[src/hw/rtl/sdda_pkg.sv]
// Shared types and constants for the DDA stepper axis.
// No dependencies; the top level refers to these by scoped names.
package sdda_pkg;

    localparam int CMD_W       = 2;
    localparam int CFG_IDX_W   = 2;
    localparam int CFG_DATA_W  = 32;
    localparam int POS_W       = 32;
    localparam int SPU_W       = 16;
    localparam int INTERVAL_W  = 31;
    localparam int ACC_W       = 40;
    localparam int DELTA_W     = 33;
    localparam int PROD_W      = POS_W + SPU_W;

    localparam logic [POS_W-1:0] HOME_BACKOFF = 32'd16;

    localparam logic [CFG_IDX_W-1:0] CFG_STEPS_PER_UNIT  = 2'd0;
    localparam logic [CFG_IDX_W-1:0] CFG_MIN_LIMIT       = 2'd1;
    localparam logic [CFG_IDX_W-1:0] CFG_MAX_LIMIT       = 2'd2;
    localparam logic [CFG_IDX_W-1:0] CFG_OPTICAL_ENDSTOP = 2'd3;

    typedef enum logic [CMD_W-1:0] {
        CMD_TICK       = 2'd0,
        CMD_SET_TARGET = 2'd1,
        CMD_RESET_AXIS = 2'd2,
        CMD_HOME_TICK  = 2'd3
    } cmd_t;

endpackage

[src/hw/rtl/stepper_axis_dda.sv]
// Top level of the DDA stepper axis: scale stage, axis state and result beat.
// Depends on sdda_pkg.
//
// One stepper axis with a Bresenham accumulator. Each input beat (tick, set
// target, reset axis, homing tick) yields exactly one result beat, held in
// the scale-stage registers and then in the result registers; a new beat is
// accepted every cycle while the output is not stalled. The first stage
// scales the Q-format target by steps_per_unit (one 32x16 multiply); the
// second stage updates the accumulator, step distance and position, and its
// update loop sets the rate of one beat per cycle. While a result waits on
// out_ready the first stage takes at most one more beat and then holds
// in_ready low. Configuration registers are written through cfg_write/
// cfg_index/cfg_data and take effect for beats accepted afterwards; write
// them only while the axis is idle. There is no startup pass after reset.
module stepper_axis_dda #(
    parameter int POSITION_FRAC_BITS = 8
) (
    input  logic                                clk,
    input  logic                                rst_n,

    input  logic                                cfg_write,
    input  logic [sdda_pkg::CFG_IDX_W-1:0]      cfg_index,
    input  logic [sdda_pkg::CFG_DATA_W-1:0]     cfg_data,

    input  logic                                in_valid,
    output logic                                in_ready,
    input  logic [sdda_pkg::CMD_W-1:0]          command,
    input  logic signed [sdda_pkg::POS_W-1:0]   target_position,
    input  logic [sdda_pkg::INTERVAL_W-1:0]     interval_count,
    input  logic                                endstop_level,

    output logic                                out_valid,
    input  logic                                out_ready,
    output logic                                step_pulse,
    output logic                                dir_level,
    output logic                                enable_n,
    output logic signed [sdda_pkg::POS_W-1:0]   position,
    output logic                                homed
);

    localparam int POS_W   = sdda_pkg::POS_W;
    localparam int ACC_W   = sdda_pkg::ACC_W;
    localparam int DELTA_W = sdda_pkg::DELTA_W;
    localparam int PROD_W  = sdda_pkg::PROD_W;
    localparam int IVL_W   = sdda_pkg::INTERVAL_W;

    localparam logic [PROD_W-1:0] SAT_NEG_MAG = PROD_W'(64'h8000_0000);
    localparam logic [PROD_W-1:0] SAT_POS_MAG = PROD_W'(64'h7FFF_FFFF);

    // configuration
    logic [sdda_pkg::SPU_W-1:0] steps_per_unit_reg;
    logic signed [POS_W-1:0]    min_limit_reg;
    logic signed [POS_W-1:0]    max_limit_reg;
    logic                       optical_endstop_reg;

    always_ff @(posedge clk or negedge rst_n)
    begin
        if (!rst_n)
        begin
            steps_per_unit_reg  <= '0;
            min_limit_reg       <= '0;
            max_limit_reg       <= '0;
            optical_endstop_reg <= 1'b0;
        end
        else if (cfg_write)
        begin
            unique case (cfg_index)
                sdda_pkg::CFG_STEPS_PER_UNIT:
                    steps_per_unit_reg <= cfg_data[sdda_pkg::SPU_W-1:0];
                sdda_pkg::CFG_MIN_LIMIT:
                    min_limit_reg <= cfg_data[POS_W-1:0];
                sdda_pkg::CFG_MAX_LIMIT:
                    max_limit_reg <= cfg_data[POS_W-1:0];
                sdda_pkg::CFG_OPTICAL_ENDSTOP:
                    optical_endstop_reg <= cfg_data[0];
            endcase
        end
    end

    // handshake
    logic s1_valid_reg;
    logic out_valid_reg;
    logic s2_load;
    logic fire;

    assign s2_load   = !out_valid_reg || out_ready;
    assign in_ready  = !s1_valid_reg || s2_load;
    assign fire      = s1_valid_reg && s2_load;
    assign out_valid = out_valid_reg;

    always_ff @(posedge clk or negedge rst_n)
    begin
        if (!rst_n)
        begin
            s1_valid_reg  <= 1'b0;
            out_valid_reg <= 1'b0;
        end
        else
        begin
            if (in_ready)
                s1_valid_reg <= in_valid;
            if (s2_load)
                out_valid_reg <= s1_valid_reg;
        end
    end

    // stage 1: scale target magnitude
    logic [POS_W-1:0]   tpos_mag;
    logic [PROD_W-1:0]  scaled_next;

    sdda_pkg::cmd_t     s1_cmd_reg;
    logic               s1_neg_reg;
    logic [PROD_W-1:0]  s1_scaled_reg;
    logic [IVL_W-1:0]   s1_interval_reg;
    logic               s1_level_reg;

    always_comb
    begin
        tpos_mag    = target_position[POS_W-1] ? (POS_W'(0) - target_position)
                                               : target_position;
        scaled_next = ({{(PROD_W-POS_W){1'b0}}, tpos_mag}
                       * {{(PROD_W-sdda_pkg::SPU_W){1'b0}}, steps_per_unit_reg})
                      >> POSITION_FRAC_BITS;
    end

    always_ff @(posedge clk or negedge rst_n)
    begin
        if (!rst_n)
        begin
            s1_cmd_reg      <= sdda_pkg::CMD_TICK;
            s1_neg_reg      <= 1'b0;
            s1_scaled_reg   <= '0;
            s1_interval_reg <= '0;
            s1_level_reg    <= 1'b0;
        end
        else if (in_ready && in_valid)
        begin
            s1_cmd_reg      <= sdda_pkg::cmd_t'(command);
            s1_neg_reg      <= target_position[POS_W-1];
            s1_scaled_reg   <= scaled_next;
            s1_interval_reg <= interval_count;
            s1_level_reg    <= endstop_level;
        end
    end

    // stage 2: axis state
    logic [ACC_W-1:0]        acc_reg,      acc_next;
    logic [DELTA_W-1:0]      delta_reg,    delta_next;
    logic                    fwd_reg,      fwd_next;
    logic signed [POS_W-1:0] pos_reg,      pos_next;
    logic                    dir_reg,      dir_next;
    logic                    en_reg,       en_next;
    logic                    pulse_reg,    pulse_next;
    logic                    homed_reg,    homed_next;

    logic [POS_W-1:0]   target_steps;
    logic [DELTA_W-1:0] diff_fwd;
    logic [DELTA_W-1:0] diff_bwd;
    logic [ACC_W-1:0]   acc_sum;
    logic [ACC_W-1:0]   acc_sub;
    logic               max_ok;
    logic               min_ok;
    logic               reached;

    always_comb
    begin
        if (s1_neg_reg)
            target_steps = (s1_scaled_reg > SAT_NEG_MAG) ? SAT_NEG_MAG[POS_W-1:0]
                                                         : POS_W'(0) - s1_scaled_reg[POS_W-1:0];
        else
            target_steps = (s1_scaled_reg > SAT_POS_MAG) ? SAT_POS_MAG[POS_W-1:0]
                                                         : s1_scaled_reg[POS_W-1:0];

        diff_fwd = {target_steps[POS_W-1], target_steps} - {pos_reg[POS_W-1], pos_reg};
        diff_bwd = {pos_reg[POS_W-1], pos_reg} - {target_steps[POS_W-1], target_steps};

        acc_sum = acc_reg + {{(ACC_W-DELTA_W){1'b0}}, delta_reg};
        acc_sub = acc_reg + {{(ACC_W-DELTA_W){1'b0}}, delta_reg}
                  - {{(ACC_W-IVL_W){1'b0}}, s1_interval_reg};

        max_ok  = (max_limit_reg == '0) || (pos_reg <= max_limit_reg);
        min_ok  = (min_limit_reg == '0) || (pos_reg >= min_limit_reg);
        reached = optical_endstop_reg ? s1_level_reg : !s1_level_reg;

        acc_next   = acc_reg;
        delta_next = delta_reg;
        fwd_next   = fwd_reg;
        pos_next   = pos_reg;
        dir_next   = dir_reg;
        en_next    = en_reg;
        pulse_next = 1'b0;
        homed_next = 1'b0;

        unique case (s1_cmd_reg)
            sdda_pkg::CMD_TICK:
            begin
                acc_next = acc_sum;
                if (!acc_sum[ACC_W-1])
                begin
                    acc_next = acc_sub;
                    dir_next = fwd_reg;
                    if (fwd_reg && max_ok)
                    begin
                        pulse_next = 1'b1;
                        pos_next   = pos_reg + POS_W'(1);
                    end
                    else if (!fwd_reg && min_ok)
                    begin
                        pulse_next = 1'b1;
                        pos_next   = pos_reg - POS_W'(1);
                    end
                end
            end
            sdda_pkg::CMD_SET_TARGET:
            begin
                fwd_next   = !diff_fwd[DELTA_W-1];
                delta_next = diff_fwd[DELTA_W-1] ? diff_bwd : diff_fwd;
                if (diff_fwd != '0)
                    en_next = 1'b1;
            end
            sdda_pkg::CMD_RESET_AXIS:
            begin
                en_next    = 1'b0;
                pos_next   = '0;
                delta_next = '0;
            end
            sdda_pkg::CMD_HOME_TICK:
            begin
                en_next  = 1'b1;
                dir_next = 1'b0;
                if (reached)
                begin
                    pos_next   = min_limit_reg - sdda_pkg::HOME_BACKOFF;
                    homed_next = 1'b1;
                end
                else
                begin
                    pulse_next = 1'b1;
                end
            end
        endcase
    end

    always_ff @(posedge clk or negedge rst_n)
    begin
        if (!rst_n)
        begin
            acc_reg   <= '0;
            delta_reg <= '0;
            fwd_reg   <= 1'b1;
            pos_reg   <= '0;
            dir_reg   <= 1'b0;
            en_reg    <= 1'b0;
        end
        else if (fire)
        begin
            acc_reg   <= acc_next;
            delta_reg <= delta_next;
            fwd_reg   <= fwd_next;
            pos_reg   <= pos_next;
            dir_reg   <= dir_next;
            en_reg    <= en_next;
        end
    end

    always_ff @(posedge clk)
    begin
        if (fire)
        begin
            pulse_reg <= pulse_next;
            homed_reg <= homed_next;
        end
    end

    // state changes only when a new result loads, so the pins read it directly
    assign step_pulse = pulse_reg;
    assign homed      = homed_reg;
    assign dir_level  = dir_reg;
    assign enable_n   = !en_reg;
    assign position   = pos_reg;

    // checks
    a_homed_no_pulse: assert property (@(posedge clk) disable iff (!rst_n)
        out_valid_reg && homed_reg |-> !pulse_reg)
        else $error("homing result carries a step pulse");

    a_homed_pins: assert property (@(posedge clk) disable iff (!rst_n)
        out_valid_reg && homed_reg |-> en_reg && !dir_reg)
        else $error("homing result without driver enabled and direction low");

    a_state_hold: assert property (@(posedge clk) disable iff (!rst_n)
        !fire |=> $stable(pos_reg) && $stable(acc_reg) && $stable(delta_reg))
        else $error("axis state changed without a result load");

    a_s1_hold: assert property (@(posedge clk) disable iff (!rst_n)
        s1_valid_reg && !s2_load |=> s1_valid_reg && $stable(s1_scaled_reg))
        else $error("scale stage dropped a stalled beat");

endmodule

[config.mk]
export PLATFORM = sky130hd
export DESIGN_NAME = stepper_axis_dda
export DESIGN_NICKNAME = d
export VERILOG_FILES = /design/src/hw/rtl/sdda_pkg.sv /design/src/hw/rtl/stepper_axis_dda.sv
export SDC_FILE = /design/constraint.sdc
export NUM_CORES = 2
export LEC_CHECK = 0
export CORE_MARGIN = 2
export CORE_UTILIZATION = 55
export CTS_CLUSTER_SIZE = 24
export DETAILED_ROUTE_END_ITERATION = 16
export DONT_BUFFER_PORTS = 1
export PLACE_DENSITY = 0.74
export SLEW_MARGIN = 25
export SYNTH_ARGS = -nofsm -noshare
export SYNTH_HDL_FRONTEND = slang
export SYNTH_SLANG_ARGS = --single-unit
export TNS_END_PERCENT = 50
[constraint.sdc]
create_clock -name clk -period 8 [get_ports clk]
set_clock_uncertainty 0.05 [all_clocks]
set_input_delay 0.4 -clock clk [delete_from_list [all_inputs] [get_ports clk]]
set_output_delay 0.4 -clock clk [all_outputs]
set_load 0.03 [all_outputs]
==> impl_metrics.ini <==
[synthesis]
ys.flop_type = dfrtp_1
synth_area_leaders = fa_1 (21%), dfrtp_1 (17%), ha_1 (11%), inv_1 (5.9%), nand2_1 (5.3%)
netlist.area_leader.share = 0.2146
syn_nets = 5403
ys_ff_latch = 268
ys_async_sr_fraction = 0.9925
synth_compound_area_frac = 0.1647
yosysMostFrequentCell = inv_1
ys_seq_area_frac = 0.1706
yosys_warnings = 0
synthAdderAreaFrac = 0.3246
netlist_area_mm2 = 0.03937
syn_area_per_cell_um2 = 8.691
syn_inst = 4530
synth-edff-count = 2
synth_top_family_by_area = adder cells
synth_area_leader_cell = fa_1
yosys.area_share.simple = 0.1625
synthMuxAreaShare = 0.04748
synth.distinct_cells = 92
netlist_top_cells_count = inv_1 (622), nand2_1 (558), fa_1 (422)
synthXorXnorAreaFrac = 0.05006

[route]
routed_wl_um = 117400
vias_per_cell = 5.991
drt_pass1_iterations = 6
via_count = 33850
drc = 0
drt-initial-drc-count = 2781
ant_nets = 0
post_drt_wl_per_cell_um = 20.78

[timing]
slew_violations = 0
final_hold_viol_count = 0
tightest_slew_ns = 1.203
fin_crit_sh = 0.9579
finalCriticalPeriod_ns = 7.663
fmax_mhz = 130.5
setup_viol = 0
maxSlewHeadroom = 0.1877

[clock_network]
clk_latency_ns = 0.61
cts_root_buf = clkbuf_16
cts_buffer_depth = 3
cts_buffers = 31
cts.sinks = 268
h-tree-depth = 1
cts.clk_slew.worst_paths_ns = 0.06
cts_tree = built

[critical_path]
crit_path_end_kind = register
required_ns = 8.39
criticalPathCategory = in -> reg
cp_max_fo = 17
slowest_stage = or4_4
cp_common_cell = fa_1
crit_arrival_ns = 8.06
max_stage_delay_ns = 0.57
cp-start-kind = input pin

[finish]
area.growth.synth_to_final_pct = 11.60
stdcell_area_mm2 = 0.04394
register_area_mm2 = 0.006721
drive_gt1_frac = 0.1111
nets = 5546
layoutNonFillerInstCount = 5650
multiInputGateArea_mm2 = 0.02979
n_fill_cell = 6043

[floorplanning]
die_w_um = 271.5
start_util = 0.5536
die_area_mm2 = 0.07374
die_y_um = 271.5
io_pins = 143
num_rows = 98
core_mm2 = 0.07112

[grt]
gr-usage-all-layers = 0.3168
grt_pass1_wl_um = 186300
grt_overflow = 0
grt_max_degree = 267
grt_util_met2 = 0.5190
antenna_found_initial = 3
grt_pass1_vias = 34050
grt_use_met1 = 0.4249
grt_util_met3 = 0.04520
grt-busiest-layer = met2

[outcome]
status = completed

[place]
dp_hpwl_um = 94530
routabilityCongestion = 0.9835
place_inst = 5514
placed_cell_area_mm2 = 0.04182
io_buffers = 0

[run]
maxCapViolCount = 0

[hold_path]
hold_class = in -> reg
-- logic make-up (layout without fill, tap and decap cells) --
group           count (synthesis)  after routing
other cells                     0              2
fa+ha+maj                     768            768
xor+xnor                      225            225
simple gates                 1301           1301
mux                           171            171
compound gates                966            966
buf+inv                       831            999
flops                         268            268
-- per-stage QoR --
step | util | hold slack (ns) | setup WS [ns] | TNS, ns
final | 0.6178 | 0.03602 | 0.3365 | 0
after global routing | 0.6178 | 0.03400 | -0.04467 | -0.05926
after CTS | 0.6151 | 0.006947 | 0.2069 | 0
after detailed placement | 0.5881 | 0.06392 | -0.4333 | -4.492
after global placement | 0.5880 | 0.06230 | -0.2888 | -2.177
after floorplan | - | 0.05441 | -0.1271 | -0.4712
-- cell usage in the layout (no fill, tap or decap), types with 16 or more instances in the layout --
cell           count
a211oi_1          26
a21o_1           115
a21oi_1          210
a221oi_1          30
a22o_1            23
a31oi_1           19
and2_1           218
and3_1            31
buf_4            238
clkbuf_16         31
dfrtp_1          262
dlygate4sd3_1     71
fa_1             420
ha_1             342
inv_1            621
mux2_2           126
mux2i_1           45
nand2_1          554
nand2b_1          29
nand3_1           48
nand4_1           38
nor2_1           159
nor2b_1           17
nor3_1            63
nor4_1            23
o211ai_1          20
o21a_1            32
o21ai_0          215
o21bai_1          29
o311a_1           27
o311ai_0          25
o31ai_1           37
or2_2             16
or3_1             25
xnor2_1          152
xor2_1            67
-- critical path, delay by kind of cell --
family                     cells  cell delay, ns
adders and majority gates      7            3.17
and+or+nand+nor                8            2.10
AOI/OAI and AO/OA              7            1.54
buffers and inverters          5            0.49
xor gates and xnor gates       2            0.35
-- routing by layer --
| layer | share of wire | vias up |
|---|---|---|
| li1 | - | 15570 |
| met5 | 0.00020 | - |
| met4 | 0.046 | 4 |
| met3 | 0.068 | 284 |
| met1 | 0.42 | 16640 |
| met2 | 0.46 | 1352 |
-- final cells by class --
class,count,share of cell area
Inverter,622,0.05314
Multi-Input combinational cell,3431,0.6780
Tap cell,950,0.02705
Timing Repair Buffer,319,0.06171
Clock inverter,23,0.008743
Sequential cell,268,0.1530
Clock buffer,35,0.01823
Antenna cell,2,0.0001139
-- worst paths after layout --
| kind | startpoint | end | slack, ns | cells past startpoint |
|---|---|---|---|---|
| max | target_position[0] | s1_scaled_reg[39] | 0.34 | 29 |
| min | cfg_write | optical_endstop_reg | 0.04 | 2 |
| max reg2reg | s1_scaled_reg[1] | delta_reg[27] | 0.53 | 27 |
| min reg2reg | s1_scaled_reg[34] | s1_scaled_reg[34] | 0.43 | 2 |
| max in group asynchronous | rst_n | steps_per_unit_reg[0] | 6.18 | 4 |
| min in group asynchronous | rst_n | s1_interval_reg[4] | 0.28 | 2 |
-- timing repair --
action                     4_1_cts  5_1_grt
setup endpoints to repair        0       17
gates resized for setup          0       19
hold buffers                    72        0
hold endpoints to repair       384        0
setup buffers                    0        2
Power is left out: the tool's default activity adds up to more than one toggle a clock period on the data nets, which glitch-free logic cannot reach.
